$ cat config.mk
export PLATFORM = sky130hd
export DESIGN_NAME = separable_window_resample_argb_core
export DESIGN_NICKNAME = d
export VERILOG_FILES = /design/src/hdl/swra_pkg.sv /design/src/hdl/swra_front.sv /design/src/hdl/swra_queue.sv /design/src/hdl/swra_back.sv /design/src/hdl/separable_window_resample_argb_core.sv
export SDC_FILE = /design/constraint.sdc
export NUM_CORES = 1
export LEC_CHECK = 0
export BUFFER_PORTS_ARGS = -buffer_cell sky130_fd_sc_hd__buf_4
export CORE_UTILIZATION = 45
export DETAILED_ROUTE_END_ITERATION = 10
export GPL_ROUTABILITY_DRIVEN = 0
export GPL_TIMING_DRIVEN = 0
export SYNTH_ARGS = -nofsm -noshare
export SYNTH_HDL_FRONTEND = slang
export SYNTH_SLANG_ARGS = --single-unit
$ cat constraint.sdc
create_clock -name clock -period 9.7 [get_ports clock]
set_clock_uncertainty 0.05 [all_clocks]
set_input_delay 0.485 -clock clock [delete_from_list [all_inputs] [get_ports clock]]
set_output_delay 0.485 -clock clock [all_outputs]
set_load 0.005 [all_outputs]
$ cat src/hdl/swra_pkg.sv
`timescale 1ns / 1ps
// ----------------------------------------------------------------------------
// swra_pkg: shared types and constants of the window resampler
// Kernel codes, register indexes, band lanes, the beat tag passed from the
// front to the back end, the coefficient function and the lane placement.
// ----------------------------------------------------------------------------
package swra_pkg;

   // Default sizing
   localparam int MAX_TAPS_DEFAULT   = 9;
   localparam int COEF_FRAC_DEFAULT  = 16;
   localparam int QUEUE_DEPTH        = 4;

   // Kernel codes (code three behaves as nearest)
   localparam logic [1:0] KERNEL_NEAREST  = 2'd0;
   localparam logic [1:0] KERNEL_BILINEAR = 2'd1;
   localparam logic [1:0] KERNEL_LANCZOS  = 2'd2;

   localparam logic [3:0] NEAREST_TAPS  = 4'd1;
   localparam logic [3:0] BILINEAR_TAPS = 4'd3;
   localparam logic [3:0] LANCZOS_TAPS  = 4'd9;

   // Register indexes
   typedef enum logic [1:0] {
      CSR_KERNEL_MODE   = 2'd0,
      CSR_BAND_COUNT    = 2'd1,
      CSR_NODATA_ENABLE = 2'd2,
      CSR_NODATA_VALUE  = 2'd3
   } swra_csr_type;

   // Band lanes in arrival order
   typedef enum logic [1:0] {
      LANE_RED   = 2'd0,
      LANE_GREEN = 2'd1,
      LANE_BLUE  = 2'd2,
      LANE_ALPHA = 2'd3
   } swra_lane_type;

   localparam logic [2:0] MAX_BANDS    = 3'd4;
   localparam logic [7:0] PIXEL_MAX    = 8'd255;
   localparam logic [7:0] ALPHA_OPAQUE = 8'hFF;

   // Lanczos ROM by distance from center, Q0.24
   localparam int ROM_FRAC   = 24;
   localparam int COEF_MAX_W = ROM_FRAC + 1;
   localparam logic [23:0] LANCZOS_ROM [5] = '{
      24'd5563492, 24'd4142328, 24'd1464534, 24'd0, 24'd0
   };
   localparam logic [3:0] ROM_SPAN = 4'd5;

   // Classification of one beat, produced by the front end
   typedef struct packed {
      logic          skip;
      logic          nodata;
      logic          win_end;
      logic          pix_end;
      swra_lane_type lane;
      logic          alpha_fill;
   } swra_tag_type;

   // Kernel weight for a tap at a distance from the window center
   function automatic logic [COEF_MAX_W-1:0] coef_value(
      input logic [1:0] mode,
      input logic [3:0] offset,
      input int         frac
   );
      logic [COEF_MAX_W-1:0] v;
      v = '0;
      if (mode == KERNEL_BILINEAR) begin
         v = (offset == 4'd0) ? (COEF_MAX_W'(1) << (frac - 1))
                              : (COEF_MAX_W'(1) << (frac - 2));
      end else if (mode == KERNEL_LANCZOS) begin
         v = (offset < ROM_SPAN) ? COEF_MAX_W'(LANCZOS_ROM[offset[2:0]]) : '0;
         if (frac < ROM_FRAC) begin
            v = (v + (COEF_MAX_W'(1) << (ROM_FRAC - 1 - frac))) >> (ROM_FRAC - frac);
         end
      end else begin
         v = COEF_MAX_W'(1) << frac;
      end
      return v;
   endfunction

   // Place a clamped band value into its lane of the packed pixel
   function automatic logic [31:0] lane_place(
      input swra_lane_type lane,
      input logic [7:0]    val
   );
      logic [31:0] w;
      w = '0;
      case (lane)
         LANE_RED:   w[23:16] = val;
         LANE_GREEN: w[15:8]  = val;
         LANE_BLUE:  w[7:0]   = val;
         default:    w[31:24] = val;
      endcase
      return w;
   endfunction

endpackage

$ cat src/hdl/swra_front.sv
`timescale 1ns / 1ps
// ----------------------------------------------------------------------------
// swra_front: beat intake and classification
// Holds the configuration registers, tracks the sample index and band of each
// beat, looks up the two kernel coefficients and forms their product weight.
// ----------------------------------------------------------------------------
module swra_front #(
   parameter int MAX_TAPS       = swra_pkg::MAX_TAPS_DEFAULT,
   parameter int COEF_FRAC_BITS = swra_pkg::COEF_FRAC_DEFAULT
) (
   input  logic                        clock,
   input  logic                        reset,
   input  logic                        req_tvalid,
   output logic                        req_tready,
   input  logic [7:0]                  req_tdata,   // sample
   input  logic                        req_tuser,   // req_type
   input  logic                        csr_we,
   input  logic [1:0]                  csr_addr,
   input  logic [7:0]                  csr_wdata,
   output logic                        push_valid,
   input  logic                        push_ready,
   output swra_pkg::swra_tag_type      push_tag,
   output logic [7:0]                  push_sample,
   output logic [2*COEF_FRAC_BITS:0]   push_weight
);
   import swra_pkg::*;

   localparam int CW    = COEF_FRAC_BITS + 1;
   localparam int WGT_W = 2 * COEF_FRAC_BITS + 1;
   localparam int IDX_W = (MAX_TAPS > 1) ? $clog2(MAX_TAPS * MAX_TAPS) : 1;
   localparam int TN    = int'(NEAREST_TAPS);
   localparam int TB    = (int'(BILINEAR_TAPS) > MAX_TAPS) ? MAX_TAPS : int'(BILINEAR_TAPS);
   localparam int TL    = (int'(LANCZOS_TAPS) > MAX_TAPS) ? MAX_TAPS : int'(LANCZOS_TAPS);

   logic [1:0]       mode_ff, mode_in;
   logic [2:0]       bands_cfg_ff, bands_cfg_in;
   logic             nd_en_ff, nd_en_in;
   logic [7:0]       nd_val_ff, nd_val_in;

   // Linear sample index, and its row and column split for each window size
   logic [IDX_W-1:0] idx_ff, idx_in;
   logic [IDX_W-1:0] bl_row_ff, bl_row_in;
   logic [IDX_W-1:0] bl_col_ff, bl_col_in;
   logic [IDX_W-1:0] lz_row_ff, lz_row_in;
   logic [IDX_W-1:0] lz_col_ff, lz_col_in;
   logic [1:0]       band_ff, band_in;

   logic [IDX_W-1:0] last_idx;
   logic [IDX_W-1:0] half_idx;
   logic [IDX_W-1:0] ctr;
   logic [IDX_W-1:0] row;
   logic [IDX_W-1:0] col;
   logic [IDX_W-1:0] row_dist;
   logic [IDX_W-1:0] col_dist;
   logic [2:0]       bands;
   logic             in_win;
   logic             win_end;
   logic             pix_end;
   logic             at_center;
   logic [CW-1:0]    coef_row;
   logic [CW-1:0]    coef_col;
   logic             accept;

   // Write configuration registers
   always_comb begin
      mode_in      = mode_ff;
      bands_cfg_in = bands_cfg_ff;
      nd_en_in     = nd_en_ff;
      nd_val_in    = nd_val_ff;
      if (csr_we) begin
         unique case (csr_addr)
            CSR_KERNEL_MODE:   mode_in      = csr_wdata[1:0];
            CSR_BAND_COUNT:    bands_cfg_in = csr_wdata[2:0];
            CSR_NODATA_ENABLE: nd_en_in     = csr_wdata[0];
            CSR_NODATA_VALUE:  nd_val_in    = csr_wdata;
         endcase
      end
   end

   // Window geometry of the active kernel, capped
   always_comb begin
      if (mode_ff == KERNEL_BILINEAR) begin
         last_idx = IDX_W'(TB * TB - 1);
         half_idx = IDX_W'(TB * TB / 2);
         ctr      = IDX_W'(TB / 2);
         row      = bl_row_ff;
         col      = bl_col_ff;
      end else if (mode_ff == KERNEL_LANCZOS) begin
         last_idx = IDX_W'(TL * TL - 1);
         half_idx = IDX_W'(TL * TL / 2);
         ctr      = IDX_W'(TL / 2);
         row      = lz_row_ff;
         col      = lz_col_ff;
      end else begin
         last_idx = IDX_W'(TN * TN - 1);
         half_idx = IDX_W'(TN * TN / 2);
         ctr      = IDX_W'(TN / 2);
         row      = idx_ff;
         col      = '0;
      end
   end

   // Band count clamped to one..four
   always_comb begin
      if (bands_cfg_ff == 3'd0) begin
         bands = 3'd1;
      end else if (bands_cfg_ff > MAX_BANDS) begin
         bands = MAX_BANDS;
      end else begin
         bands = bands_cfg_ff;
      end
   end

   // Classify the beat; a beat past the window weighs zero and closes it
   always_comb begin
      in_win    = (idx_ff <= last_idx);
      win_end   = (idx_ff >= last_idx);
      pix_end   = win_end && (({1'b0, band_ff} + 3'd1) >= bands);
      at_center = (idx_ff == half_idx);
      row_dist  = (row > ctr) ? (row - ctr) : (ctr - row);
      col_dist  = (col > ctr) ? (col - ctr) : (ctr - col);
      coef_row  = CW'(coef_value(mode_ff, 4'(row_dist), COEF_FRAC_BITS));
      coef_col  = CW'(coef_value(mode_ff, 4'(col_dist), COEF_FRAC_BITS));

      push_tag.skip       = req_tuser;
      push_tag.nodata     = at_center && nd_en_ff && (req_tdata == nd_val_ff);
      push_tag.win_end    = win_end;
      push_tag.pix_end    = pix_end;
      push_tag.lane       = swra_lane_type'(band_ff);
      push_tag.alpha_fill = (bands < MAX_BANDS);
      push_sample         = req_tdata;
      push_weight         = in_win ? WGT_W'(coef_row * coef_col) : '0;
   end

   assign push_valid = req_tvalid;
   assign req_tready = push_ready;
   assign accept     = req_tvalid && push_ready;

   // Advance window position
   always_comb begin
      idx_in    = idx_ff;
      bl_row_in = bl_row_ff;
      bl_col_in = bl_col_ff;
      lz_row_in = lz_row_ff;
      lz_col_in = lz_col_ff;
      band_in   = band_ff;
      if (accept) begin
         if (req_tuser) begin
            idx_in    = '0;
            bl_row_in = '0;
            bl_col_in = '0;
            lz_row_in = '0;
            lz_col_in = '0;
            band_in   = '0;
         end else if (win_end) begin
            idx_in    = '0;
            bl_row_in = '0;
            bl_col_in = '0;
            lz_row_in = '0;
            lz_col_in = '0;
            band_in   = pix_end ? 2'd0 : (band_ff + 2'd1);
         end else begin
            idx_in = idx_ff + IDX_W'(1);
            if (bl_col_ff == IDX_W'(TB - 1)) begin
               bl_col_in = '0;
               bl_row_in = bl_row_ff + IDX_W'(1);
            end else begin
               bl_col_in = bl_col_ff + IDX_W'(1);
            end
            if (lz_col_ff == IDX_W'(TL - 1)) begin
               lz_col_in = '0;
               lz_row_in = lz_row_ff + IDX_W'(1);
            end else begin
               lz_col_in = lz_col_ff + IDX_W'(1);
            end
         end
      end
   end

   always_ff @(posedge clock) begin
      if (reset) begin
         mode_ff      <= KERNEL_NEAREST;
         bands_cfg_ff <= 3'd3;
         nd_en_ff     <= 1'b0;
         nd_val_ff    <= 8'd0;
         idx_ff       <= '0;
         bl_row_ff    <= '0;
         bl_col_ff    <= '0;
         lz_row_ff    <= '0;
         lz_col_ff    <= '0;
         band_ff      <= '0;
      end else begin
         mode_ff      <= mode_in;
         bands_cfg_ff <= bands_cfg_in;
         nd_en_ff     <= nd_en_in;
         nd_val_ff    <= nd_val_in;
         idx_ff       <= idx_in;
         bl_row_ff    <= bl_row_in;
         bl_col_ff    <= bl_col_in;
         lz_row_ff    <= lz_row_in;
         lz_col_ff    <= lz_col_in;
         band_ff      <= band_in;
      end
   end

endmodule

$ cat src/hdl/swra_queue.sv
`timescale 1ns / 1ps
// ----------------------------------------------------------------------------
// swra_queue: short beat queue between front and back end
// Register FIFO with occupancy count; lets either side stall alone.
// ----------------------------------------------------------------------------
module swra_queue #(
   parameter int DATA_W = 8,
   parameter int DEPTH  = swra_pkg::QUEUE_DEPTH
) (
   input  logic              clock,
   input  logic              reset,
   input  logic              push_valid,
   output logic              push_ready,
   input  logic [DATA_W-1:0] push_data,
   output logic              pop_valid,
   input  logic              pop_ready,
   output logic [DATA_W-1:0] pop_data
);
   import swra_pkg::*;

   localparam int PTR_W = (DEPTH > 1) ? $clog2(DEPTH) : 1;
   localparam int CNT_W = $clog2(DEPTH + 1);

   logic [DATA_W-1:0] mem_ff [DEPTH];
   logic [PTR_W-1:0]  wr_ff, wr_in;
   logic [PTR_W-1:0]  rd_ff, rd_in;
   logic [CNT_W-1:0]  cnt_ff, cnt_in;
   logic              do_push;
   logic              do_pop;

   assign push_ready = (cnt_ff != CNT_W'(DEPTH));
   assign pop_valid  = (cnt_ff != '0);
   assign pop_data   = mem_ff[rd_ff];
   assign do_push    = push_valid && push_ready;
   assign do_pop     = pop_valid && pop_ready;

   // Move pointers with wrap at depth
   always_comb begin
      wr_in  = wr_ff;
      rd_in  = rd_ff;
      cnt_in = cnt_ff;
      if (do_push) begin
         wr_in = (wr_ff == PTR_W'(DEPTH - 1)) ? '0 : (wr_ff + PTR_W'(1));
      end
      if (do_pop) begin
         rd_in = (rd_ff == PTR_W'(DEPTH - 1)) ? '0 : (rd_ff + PTR_W'(1));
      end
      if (do_push && !do_pop) begin
         cnt_in = cnt_ff + CNT_W'(1);
      end else if (do_pop && !do_push) begin
         cnt_in = cnt_ff - CNT_W'(1);
      end
   end

   // Store entries
   always_ff @(posedge clock) begin
      if (do_push) begin
         mem_ff[wr_ff] <= push_data;
      end
   end

   always_ff @(posedge clock) begin
      if (reset) begin
         wr_ff  <= '0;
         rd_ff  <= '0;
         cnt_ff <= '0;
      end else begin
         wr_ff  <= wr_in;
         rd_ff  <= rd_in;
         cnt_ff <= cnt_in;
      end
   end

endmodule

$ cat src/hdl/swra_back.sv
`timescale 1ns / 1ps
// ----------------------------------------------------------------------------
// swra_back: weighting, accumulation and pixel assembly
// Stage one multiplies sample by weight; stage two accumulates, closes
// windows into band lanes and loads the result register.
// ----------------------------------------------------------------------------
module swra_back #(
   parameter int COEF_FRAC_BITS = swra_pkg::COEF_FRAC_DEFAULT
) (
   input  logic                        clock,
   input  logic                        reset,
   input  logic                        pop_valid,
   output logic                        pop_ready,
   input  swra_pkg::swra_tag_type      pop_tag,
   input  logic [7:0]                  pop_sample,
   input  logic [2*COEF_FRAC_BITS:0]   pop_weight,
   output logic                        rsp_tvalid,
   input  logic                        rsp_tready,
   output logic [31:0]                 rsp_tdata,   // pixel_argb
   output logic                        rsp_tuser    // pixel_blank
);
   import swra_pkg::*;

   localparam int FRAC2     = 2 * COEF_FRAC_BITS;
   localparam int ACC_W     = FRAC2 + 9;
   localparam int SUM_INT_W = ACC_W - FRAC2;

   logic               adv;

   logic               s1_valid_ff, s1_valid_in;
   swra_tag_type       s1_tag_ff;
   logic [ACC_W-1:0]   s1_prod_ff;

   logic [ACC_W-1:0]   acc_ff, acc_in;
   logic [31:0]        word_ff, word_in;
   logic               hit_ff, hit_in;

   logic               out_valid_ff, out_valid_in;
   logic [31:0]        out_data_ff, out_data_in;
   logic               out_blank_ff, out_blank_in;

   logic [ACC_W-1:0]   acc_sum;
   logic [SUM_INT_W-1:0] band_int;
   logic [7:0]         band_val;
   logic [31:0]        word_next;
   logic               hit_next;

   // Move the pipeline whenever the result register can take a beat
   assign adv         = !out_valid_ff || rsp_tready;
   assign pop_ready   = adv;
   assign s1_valid_in = adv ? pop_valid : s1_valid_ff;

   // Stage one: weight the sample
   always_ff @(posedge clock) begin
      if (adv) begin
         s1_tag_ff  <= pop_tag;
         s1_prod_ff <= ACC_W'(pop_sample * pop_weight);
      end
   end

   // Stage two: accumulate, close the window, emit the pixel
   always_comb begin
      acc_sum   = acc_ff + s1_prod_ff;
      band_int  = acc_sum[ACC_W-1:FRAC2];
      band_val  = (band_int > SUM_INT_W'(PIXEL_MAX)) ? PIXEL_MAX : band_int[7:0];
      word_next = word_ff | lane_place(s1_tag_ff.lane, band_val);
      hit_next  = hit_ff | s1_tag_ff.nodata;

      acc_in       = acc_ff;
      word_in      = word_ff;
      hit_in       = hit_ff;
      out_valid_in = out_valid_ff && !rsp_tready;
      out_data_in  = out_data_ff;
      out_blank_in = out_blank_ff;

      if (adv && s1_valid_ff) begin
         if (s1_tag_ff.skip) begin
            // Drop the partial pixel and emit a blank one
            acc_in       = '0;
            word_in      = '0;
            hit_in       = 1'b0;
            out_valid_in = 1'b1;
            out_data_in  = '0;
            out_blank_in = 1'b1;
         end else if (s1_tag_ff.pix_end) begin
            acc_in       = '0;
            word_in      = '0;
            hit_in       = 1'b0;
            out_valid_in = 1'b1;
            out_blank_in = hit_next;
            if (hit_next) begin
               out_data_in = '0;
            end else if (s1_tag_ff.alpha_fill) begin
               out_data_in = word_next | {ALPHA_OPAQUE, 24'd0};
            end else begin
               out_data_in = word_next;
            end
         end else if (s1_tag_ff.win_end) begin
            acc_in  = '0;
            word_in = word_next;
            hit_in  = hit_next;
         end else begin
            acc_in = acc_sum;
            hit_in = hit_next;
         end
      end
   end

   always_ff @(posedge clock) begin
      out_data_ff  <= out_data_in;
      out_blank_ff <= out_blank_in;
   end

   always_ff @(posedge clock) begin
      if (reset) begin
         s1_valid_ff  <= 1'b0;
         acc_ff       <= '0;
         word_ff      <= '0;
         hit_ff       <= 1'b0;
         out_valid_ff <= 1'b0;
      end else begin
         s1_valid_ff  <= s1_valid_in;
         acc_ff       <= acc_in;
         word_ff      <= word_in;
         hit_ff       <= hit_in;
         out_valid_ff <= out_valid_in;
      end
   end

   assign rsp_tvalid = out_valid_ff;
   assign rsp_tdata  = out_data_ff;
   assign rsp_tuser  = out_blank_ff;

endmodule

$ cat src/hdl/separable_window_resample_argb_core.sv
`timescale 1ns / 1ps
// ----------------------------------------------------------------------------
// separable_window_resample_argb_core: windowed ARGB resampler
// Weights each band's window by a separable kernel, clamps each band sum to
// a byte and packs the bands into one ARGB pixel.
// ----------------------------------------------------------------------------
// Throughput: one window beat per cycle while the result channel is not
//   stalled; a pixel takes band_count windows of 1, 9 or 81 beats. The back
//   end's multiply-accumulate sets that pace. A pixel leaves after its last
//   beat or skip beat through queue write, weighting stage, result register.
// Reset: synchronous; clears the queue, the window counters, the accumulator
//   and the registers to nearest kernel, three bands, nodata off.
module separable_window_resample_argb_core #(
   parameter int MAX_TAPS       = swra_pkg::MAX_TAPS_DEFAULT,
   parameter int COEF_FRAC_BITS = swra_pkg::COEF_FRAC_DEFAULT
) (
   input  logic        clock,
   input  logic        reset,
   input  logic        req_tvalid,
   output logic        req_tready,
   input  logic [7:0]  req_tdata,   // [7:0] sample
   input  logic        req_tuser,   // [0] req_type
   output logic        rsp_tvalid,
   input  logic        rsp_tready,
   output logic [31:0] rsp_tdata,   // [31:0] pixel_argb
   output logic        rsp_tuser,   // [0] pixel_blank
   input  logic        csr_we,
   input  logic [1:0]  csr_addr,
   input  logic [7:0]  csr_wdata
);
   import swra_pkg::*;

   localparam int WGT_W  = 2 * COEF_FRAC_BITS + 1;
   localparam int TAG_W  = $bits(swra_tag_type);
   localparam int DATA_W = WGT_W + 8 + TAG_W;

   logic               push_valid;
   logic               push_ready;
   swra_tag_type       push_tag;
   logic [7:0]         push_sample;
   logic [WGT_W-1:0]   push_weight;
   logic [DATA_W-1:0]  push_data;

   logic               pop_valid;
   logic               pop_ready;
   logic [DATA_W-1:0]  pop_data;
   swra_tag_type       pop_tag;
   logic [7:0]         pop_sample;
   logic [WGT_W-1:0]   pop_weight;

   swra_front #(
      .MAX_TAPS       (MAX_TAPS),
      .COEF_FRAC_BITS (COEF_FRAC_BITS)
   ) u_front (
      .clock       (clock),
      .reset       (reset),
      .req_tvalid  (req_tvalid),
      .req_tready  (req_tready),
      .req_tdata   (req_tdata),
      .req_tuser   (req_tuser),
      .csr_we      (csr_we),
      .csr_addr    (csr_addr),
      .csr_wdata   (csr_wdata),
      .push_valid  (push_valid),
      .push_ready  (push_ready),
      .push_tag    (push_tag),
      .push_sample (push_sample),
      .push_weight (push_weight)
   );

   // Pack beats for the queue
   assign push_data = {push_weight, push_sample, push_tag};

   swra_queue #(
      .DATA_W (DATA_W),
      .DEPTH  (QUEUE_DEPTH)
   ) u_queue (
      .clock      (clock),
      .reset      (reset),
      .push_valid (push_valid),
      .push_ready (push_ready),
      .push_data  (push_data),
      .pop_valid  (pop_valid),
      .pop_ready  (pop_ready),
      .pop_data   (pop_data)
   );

   assign {pop_weight, pop_sample, pop_tag} = pop_data;

   swra_back #(
      .COEF_FRAC_BITS (COEF_FRAC_BITS)
   ) u_back (
      .clock      (clock),
      .reset      (reset),
      .pop_valid  (pop_valid),
      .pop_ready  (pop_ready),
      .pop_tag    (pop_tag),
      .pop_sample (pop_sample),
      .pop_weight (pop_weight),
      .rsp_tvalid (rsp_tvalid),
      .rsp_tready (rsp_tready),
      .rsp_tdata  (rsp_tdata),
      .rsp_tuser  (rsp_tuser)
   );

endmodule

==> results of run 1 <==
through the flow:
| step | hold WS (ns) | area, sq um | utilization (%) | TNS, ns |
|---|---|---|---|---|
| floorplan | 0.3699 | 33870 | - | 0 |
| global placement | 0.3791 | 35510 | 47.78 | -98.61 |
| detailed placement | 0.3868 | 35620 | 47.93 | -103.43 |
| CTS | 0.04940 | 37510 | 50.47 | -0.08474 |
| global route | 0.06298 | 37820 | 50.88 | -0.2894 |
| finish | 0.08622 | 37820 | 50.88 | 0 |
final timing paths:
| path | start | end | slack (ns) | depth (start not counted) |
|---|---|---|---|---|
| worst max-delay path | u_front.mode_ff[0]$_SDFFE_PP0P_ | u_queue.mem_ff[1][46]$_DFFE_PP_ | 0.33 | 36 |
| worst min-delay path | req_tdata[5] | u_queue.mem_ff[0][12]$_DFFE_PP_ | 0.09 | 1 |
| worst max register to register | u_front.mode_ff[0]$_SDFFE_PP0P_ | u_queue.mem_ff[1][46]$_DFFE_PP_ | 0.33 | 36 |
| worst min register to register | u_back.word_ff[28]$_SDFFE_PP0P_ | u_back.word_ff[28]$_SDFFE_PP0P_ | 0.40 | 2 |
repair_timing:
action	4_1_cts	5_1_grt
endpoints found under the setup margin	84	60
pin swaps	8	15
gates resized for setup	66	61
hold buffers	0	0
setup buffers	14	10
layer usage:
layer  up-vias  wire length [microns]
li1      11254                      -
met5         -                      0
met1     11490                  35760
met3       126                   3150
met4         0                   2006
met2       489                  38910
layout make-up:
type | instances | area [sq um] | area share, %
multi-input combinational | 2292 | 21270 | 56.24
sequential | 405 | 10800 | 28.56
inverter | 486 | 1834 | 4.850
clock buffer | 60 | 1222 | 3.232
tap | 969 | 1212 | 3.206
timing repair buffer | 87 | 715.7 | 1.892
buffer | 107 | 470.5 | 1.244
clock inverter | 23 | 291.5 | 0.7709
synth_stat cells (9+ instances only):
cell type	number
ha_1	251
a211oi_1	17
mux2i_1	24
nor2b_1	25
a31oi_1	21
dfxtp_1	136
nand2b_1	25
nand3_1	35
mux4_2	44
o211ai_1	9
a21oi_1	140
xor2_1	59
a21o_1	47
or3_1	16
clkbuf_1	91
o31ai_1	9
nor2_1	233
nand3b_1	12
inv_1	486
fa_1	370
and3_1	16
o21a_1	19
o21ai_0	138
edfxtp_1	269
nand4_1	36
or2_2	11
and2_1	103
o21bai_1	20
nor4_1	9
nand2_1	330
nor3_1	33
xnor2_1	68
a22oi_1	37
state kept, by name, summed over array words and instances, names as in the netlist, 8 cells and up, named ones only:
| name | count |
|---|---|
| u_back.s1_prod_ff | 41 |
| u_back.word_ff | 32 |
| u_queue.mem_ff | 188 |
| u_back.acc_ff | 41 |
| u_front.nd_val_ff | 8 |
| u_back.rsp_tdata | 32 |
layout by cell type (no fill, tap or decap), types with 10 or more instances in the layout:
cell / count
a22oi_1: 37
mux4_2: 44
and2_1: 101
nor3_1: 28
clkbuf_16: 45
a31oi_1: 20
a21oi_1: 131
mux2i_1: 22
nor2b_1: 25
ha_1: 243
clkbuf_1: 99
or3_1: 15
o21a_1: 18
or2_2: 10
edfxtp_1: 269
nand4_1: 36
nor2_2: 11
xnor2_1: 67
nand2_1: 322
fa_1: 368
dfxtp_1: 136
nand2b_1: 23
o21ai_0: 134
xor2_1: 59
nand3_1: 28
nor2_1: 220
o21bai_1: 20
inv_1: 478
a21o_1: 47
and3_1: 12
nand3b_1: 12
buf_4: 86
a211oi_1: 16
conb_1: 26
cells by family (layout without fill, tap and decap cells):
logic type / after synthesis / after routing / share of synthesized area, %
other: 2 / 26 / 0.02223
and+or+nand+nor: 916 / 916 / 12.92
xor gates and xnor gates: 127 / 127 / 3.293
buffers and inverters: 594 / 763 / 6.709
DFF: 405 / 405 / 31.98
adders and majority gates: 621 / 621 / 31.23
AOI/OAI and AO/OA: 525 / 525 / 9.876
muxes: 77 / 77 / 3.975
==> flow_summary.toml, run 1 <==
[status]
status = "complete, no violations"

[setup_path]
cp_slowest_cell = "fa_1"
cp_num_buf_inv = 9
critPathMaxFanout = 8
crit_path_max_incr_delay_ns = 0.58
arrival_ns = 9.62
critical_path.top_delay_family = "adder cells"
cp_data_required_time_ns = 9.95
path_common_cell = "fa_1"
start_kind = "register"
path_class = "reg -> reg"
critPathCaptureType = "register"

[cells_and_area]
nets = 4069
antenna_cells = 0
syn_to_final_growth_pct = 11.97
layout-drive-gt1-share_pct = 9.884
finalNonFillerCells = 4429
nFillCells = 6797

[sta]
worst_slack_ns = 0.3338
min_period_ns = 9.366
tightest_slew_ns = 1.263
finalHoldViolCount = 0
fin_crit_sh_pct = 96.56
slew_headroom_pct = 15.69
max_freq_mhz = 106.8
setup_viol_count_final = 0
drv_slew = 0

[logic_synthesis]
synthCells = 3267
synth_edf_count = 269
synthDominantCellAreaShare_pct = 23.92
synth_seq_cells = 405
yosys.area.top_type = "edfxtp_1"
synthArstFlopShare_pct = 0
ys.flop_type = "edfxtp_1"
ys_seq_area_share_pct = 31.98
yosysWarnings = 0
netlist_area_sq_mm = 0.03378
synth_area_leaders = "edfxtp_1 24%, fa_1 22%, ha_1 9.3%, dfxtp_1 8.1%, inv_1 5.4%"
postSynthAreaPerCell_sq_um = 10.34
synth_cell_types = 90

[floorplanning]
rows = 100
chipWidth_microns = 276.0
pin_count = 59
die-height_microns = 276.0
core_area_sq_mm = 0.07432
die_area_sq_mm = 0.07616
start_util_pct = 45.45

[clock_network]
cts_root_buffer = "clkbuf_16"
cts_tree = "done"
clk_path_buf_depth = 3
path_clk_slew_ns = 0.06
cts_sinks = 405
insertion_delay_ns = 0.58
h-tree-depth = 2
cts_buffers = 45

[detailed_routing]
wirelength_mm = 79.83
routed_via_density = 5.274
drt_iter0_markers = 1261
num_vias = 23359
avgRoutedWirePerCell_microns = 18.02
drt_first_pass_iters = 6
drc = 0
ant_nets = 0

[place]
detailed_place_hpwl_mm = 63.62
dp_slack_ns = -1.992
placed_cells = 4323
port_buffers = 58

[grt]
overflow = 0
use_met2_pct = 36.95
grt.total_usage_pct = 21.48
grt_pass1_vias = 23865
met1_usage_pct = 28.86
grt_pass1_wl_mm = 128.5
met3_usage_pct = 2.298
antenna_found_initial = 0
top_usage_layer = "met2"
grt_max_degree = 40

[hold_path]
worstHoldPathType = "in -> reg"

[job]
cap_violations = 0
Power of run 1 is not shown: default switching activity piles up to over one toggle a cycle in this logic, so the estimate is an artifact.
==> run 2, diff against run 1 <==
- CELL_PAD_IN_SITES_DETAIL_PLACEMENT: default -> 1
- CELL_PAD_IN_SITES_GLOBAL_PLACEMENT: default -> 1
- HOLD_SLACK_MARGIN: default -> 0.12
- PLACE_DENSITY_LB_ADDON: default -> 0.1
- SLEW_MARGIN: default -> 25
==> flow_summary.toml, run 2 (synthesis results as in run 1) <==
[status]
status = "complete, no violations"

[cells_and_area]
final_cell_mix = "475 x inv_1, 366 x fa_1, 320 x nand2_1"
regMostFlops = "u_queue.mem_ff"
finalNonFillerCells = 4465
nets = 4103
nFillCells = 8116
register_area_sq_mm = 0.01080
syn_to_final_growth_pct = 13.50
largest_reg_flops = 188
layout_commonest_cell = "inv_1"
antenna_cells = 0
multi_input_area_sq_mm = 0.02139
reg_top3 = "u_queue.mem_ff (188), u_back.acc_ff (41), u_back.s1_prod_ff (41)"
layout-drive-gt1-share_pct = 10.67

[clock_network]
h-tree-depth = 2
clk_path_buf_depth = 3
cts_sinks = 405
cts_buffers = 47
insertion_delay_ns = 0.60
cts_root_buffer = "clkbuf_16"
cts_tree = "done"
path_clk_slew_ns = 0.06

[detailed_routing]
wl_met2_mm = 48.70
drt_first_pass_iters = 5
avgRoutedWirePerCell_microns = 20.94
num_vias = 24350
drc = 0
routed_via_density = 5.454
wirelength_mm = 93.49
ant_nets = 0
drt_iter0_markers = 1097
dr.max_layer_used = "met4"
wl_met3_mm = 2.285
met1_length_mm = 39.72

[setup_path]
reg2reg_from = "u_front.mode_ff[1]$_SDFFE_PP0P_"
r2r_slack_ns = 0.27
cp_slowest_cell = "fa_2"
rr_endpoint = "u_queue.mem_ff[1][47]$_DFFE_PP_"
path_common_cell = "fa_1"
path_class = "reg -> reg"
critPathMaxFanout = 10
critPathCapture = "u_queue.mem_ff[1][47]$_DFFE_PP_"
critPathCaptureType = "register"
cp_data_required_time_ns = 9.96
reg2reg_depth = 38
crit_path_max_incr_delay_ns = 0.58
start_kind = "register"
crit_path_start = "u_front.mode_ff[1]$_SDFFE_PP0P_"
arrival_ns = 9.69

[hold_path]
hp-start = "csr_addr[0]"
worstHoldPathType = "in -> reg"

[grt]
antenna_found_initial = 0
grt_pass1_wl_mm = 147.3
grt_max_degree = 53
grt.total_usage_pct = 24.91
grt_pass1_vias = 26814
overflow = 0

[sta]
fin_crit_sh_pct = 97.23
tightest_slew_ns = 1.090
setup_viol_count_final = 0
worst_slack_ns = 0.2682
tns_ns = 0
finalHoldViolCount = 0
rsz0062_at_grt = "true"
min_period_ns = 9.432
drv_slew = 0
slew_headroom_pct = 26.79
max_freq_mhz = 106.0

[floorplanning]
die_area_sq_mm = 0.07616
pin_count = 59
rows = 100
start_util_pct = 45.45
die-height_microns = 276.0
chipWidth_microns = 276.0
core_area_sq_mm = 0.07432

[place]
dp_slack_ns = -2.306
detailed_place_hpwl_mm = 75.33
port_buffers = 58
placed_cells = 4323

[job]
cap_violations = 0
## run 2: cell count changes in the layout (fill, tap and decap cells not counted), sizes merged
cell         change
dlygate4sd3     +18
clkbuf           +3
clkinvlp         +6
buf             +13
clkinv           -1
inv              -2
bufinv           -1
## run 2: through the flow
step	util [%]	cell area [sq um]	hold slack, ns
after floorplan	-	33870	0.3699
after global placement	47.78	35510	0.3842
after detailed placement	47.97	35650	0.3982
after CTS	51.04	37930	0.1647
after global routing	51.58	38340	0.1926
final	51.58	38340	0.1961
## run 2: layout make-up
cell class | instances | share of cell area, %
Multi-Input combinational cell | 2292 | 55.80
Sequential cell | 405 | 28.18
Inverter | 486 | 4.795
Clock buffer | 62 | 3.293
Tap cell | 969 | 3.163
Timing Repair Buffer | 119 | 2.673
Buffer | 107 | 1.279
Clock inverter | 25 | 0.8160
## run 2: repair_timing
action                                  CTS  global route
endpoints found under the setup margin   84            64
endpoints found under the hold margin    49             0
setup buffers                            20            18
pin swaps                                12            28
resized for setup                        89            63
hold buffers                             18             0
## run 2: layer usage
metal / vias to the layer above / track usage [%]
li1: 11312 / -
met3: 145 / 2.541
met4: 0 / 7.895
met5: - / 0
met1: 12538 / 30.44
met2: 355 / 45.84
## run 2: worst max-delay path: cells and delay by family, from the launching register on
kind | cells | cell delay [ns]
and+or+nand+nor | 8 | 1.41
buffers and inverters | 11 | 1.24
AOI/OAI and AO/OA | 7 | 1.39
DFF | 1 | 0.38
xor gates and xnor gates | 1 | 0.18
muxes | 2 | 0.52
adders and majority gates | 9 | 3.94
## run 2: worst min path at each step
stage               cells past startpoint  slack, ns                              end
floorplan                               2       0.37  u_back.word_ff[24]$_SDFFE_PP0P_
global placement                        2       0.38  u_back.word_ff[27]$_SDFFE_PP0P_
detailed placement                      2       0.40   u_back.word_ff[1]$_SDFFE_PP0P_
CTS                                     4       0.16    u_front.nd_en_ff$_SDFFE_PP0P_
global route                            4       0.19    u_front.nd_en_ff$_SDFFE_PP0P_
finish                                  4       0.20    u_front.nd_en_ff$_SDFFE_PP0P_
Power of run 2 is left out for the same reason.
==> run 3, diff against run 2 <==
--- a/config.mk
+++ b/config.mk
@@ -7,2 +7,3 @@
 export LEC_CHECK = 0
+export ABC_AREA = 0
 export BUFFER_PORTS_ARGS = -buffer_cell sky130_fd_sc_hd__buf_4
@@ -15,3 +16,3 @@
 export HOLD_SLACK_MARGIN = 0.12
-export PLACE_DENSITY_LB_ADDON = 0.1
+export PLACE_DENSITY = 0.75
 export SLEW_MARGIN = 25
==> constraint.sdc (replaced) <==
create_clock -name clock -period 9.7 [get_ports clock]
set_clock_uncertainty 0.05 [all_clocks]
set_input_delay 0.97 -clock clock [delete_from_list [all_inputs] [get_ports clock]]
set_output_delay 0.97 -clock clock [all_outputs]
set_load 0.005 [all_outputs]
==> flow_summary.toml, run 3 (synthesis results as in run 1) <==
[status]
status = "complete, no violations"

[detailed_routing]
drt_iter0_markers = 1127
drt_first_pass_iters = 5
wirelength_mm = 92.44
num_vias = 24407
ant_nets = 0
drc = 0
avgRoutedWirePerCell_microns = 20.87
routed_via_density = 5.509

[sta]
fin_crit_sh_pct = 96.57
finalHoldViolCount = 0
max_freq_mhz = 106.7
min_period_ns = 9.368
slew_headroom_pct = 27.80
setup_viol_count_final = 0
tightest_slew_ns = 1.072
tns_ns = 0
drv_slew = 0

[cells_and_area]
syn_to_final_growth_pct = 11.85
register_area_sq_mm = 0.01080
multi_input_area_sq_mm = 0.02134
finalNonFillerCells = 4430
layout_commonest_cell = "inv_1"
utilization_pct = 50.83
regMostFlops = "u_queue.mem_ff"
nets = 4071
final_cell_mix = "477 x inv_1, 367 x fa_1, 319 x nand2_1"
layout-drive-gt1-share_pct = 10.17
reg_top3 = "u_queue.mem_ff (188), u_back.acc_ff (41), u_back.s1_prod_ff (41)"
nFillCells = 8190
largest_reg_flops = 188

[clock_network]
cts_root_buffer = "clkbuf_16"
cts_tree = "done"
cts_sinks = 405
path_clk_slew_ns = 0.06
insertion_delay_ns = 0.59
holdBufCountCts = 0
clk_path_buf_depth = 3
h-tree-depth = 2
cts_buffers = 44

[grt]
grt.total_usage_pct = 24.72
grt_pass1_vias = 26685
antenna_found_initial = 2
grt_max_degree = 53
grt_pass1_wl_mm = 146.3
overflow = 0

[setup_path]
path_class = "reg -> reg"
critPathMaxFanout = 8
path_common_cell = "inv_1"
critPathCaptureType = "register"
crit_path_max_incr_delay_ns = 0.56
start_kind = "register"
cp_data_required_time_ns = 9.92
cp_slowest_cell = "fa_1"
arrival_ns = 9.59

[floorplanning]
rows = 100
die_area_sq_mm = 0.07616
die-height_microns = 276.0
core_area_sq_mm = 0.07432
pin_count = 59
chipWidth_microns = 276.0
start_util_pct = 45.45

[job]
cap_violations = 0

[place]
placed_cells = 4322
port_buffers = 58
detailed_place_hpwl_mm = 73.08

[hold_path]
worstHoldPathType = "reg -> reg"
==> run 3: cell count changes in the layout (fill, tap and decap cells not counted), moves of 3 or more <==
| cell | delta |
|---|---|
| bufinv_16 | -4 |
| clkbuf_1 | -3 |
| clkinv_2 | -5 |
| buf_4 | -10 |
| clkbuf_16 | -3 |
| clkinv_1 | +6 |
| mux2i_2 | +3 |
| dlygate4sd3_1 | -18 |
==> run 3: final timing paths <==
kind | from | to | slack [ns] | cells after the start
setup / recovery | u_front.mode_ff[0]$_SDFFE_PP0P_ | u_queue.mem_ff[1][47]$_DFFE_PP_ | 0.33 | 35
hold / removal | u_back.word_ff[18]$_SDFFE_PP0P_ | u_back.word_ff[18]$_SDFFE_PP0P_ | 0.41 | 2
setup reg to reg | u_front.mode_ff[0]$_SDFFE_PP0P_ | u_queue.mem_ff[1][47]$_DFFE_PP_ | 0.33 | 35
hold reg to reg | u_back.word_ff[18]$_SDFFE_PP0P_ | u_back.word_ff[18]$_SDFFE_PP0P_ | 0.41 | 2
==> run 3: area by class of cell <==
type                    instances  area share, %
multi-input cells            2292          56.49
plain buffers                 107          1.308
repair buffers                 90          1.954
clock inverters                25         0.4902
clock buffers                  55          3.077
diodes                          1       0.006624
well taps                     969          3.209
flip-flops and latches        405          28.60
inverters                     486          4.862
==> run 3: timing repair <==
action	in CTS	in global routing
resized for setup	74	70
setup buffers	16	12
setup endpoints to repair	84	64
pin swaps	10	20
==> run 3: metrics by stage <==
step / hold slack [ns] / setup WS, ns / cell area, sq um
3_3_place_gp: 0.3854 / -1.952 / 35510
6_report: 0.4076 / 0.3323 / 37780
4_1_cts: 0.4078 / 0.01024 / 37420
3_5_place_dp: 0.3964 / -2.087 / 35630
2_1_floorplan: 0.3699 / 0.2713 / 33870
5_1_grt: 0.4326 / -0.05065 / 37780
==> run 3: layer usage <==
| layer | global-route usage, % | vias to the layer above | wire length, microns |
|---|---|---|---|
| li1 | - | 11258 | - |
| met1 | 30.79 | 12501 | 38950 |
| met2 | 44.84 | 486 | 47450 |
| met3 | 2.445 | 162 | 3279 |
| met4 | 7.909 | 0 | 2758 |
| met5 | 0 | - | 0 |
==> run 3: worst max-delay path, delay by kind of cell, from the launching register on <==
kind,cells,cell delay [ns]
adders and majority gates,9,4.04
AOI/OAI and AO/OA,7,1.28
and+or+nand+nor,6,1.22
buffers and inverters,9,1.14
muxes,3,0.82
DFF,1,0.34
xor gates and xnor gates,1,0.18
Power of run 3 is left out for the same reason.
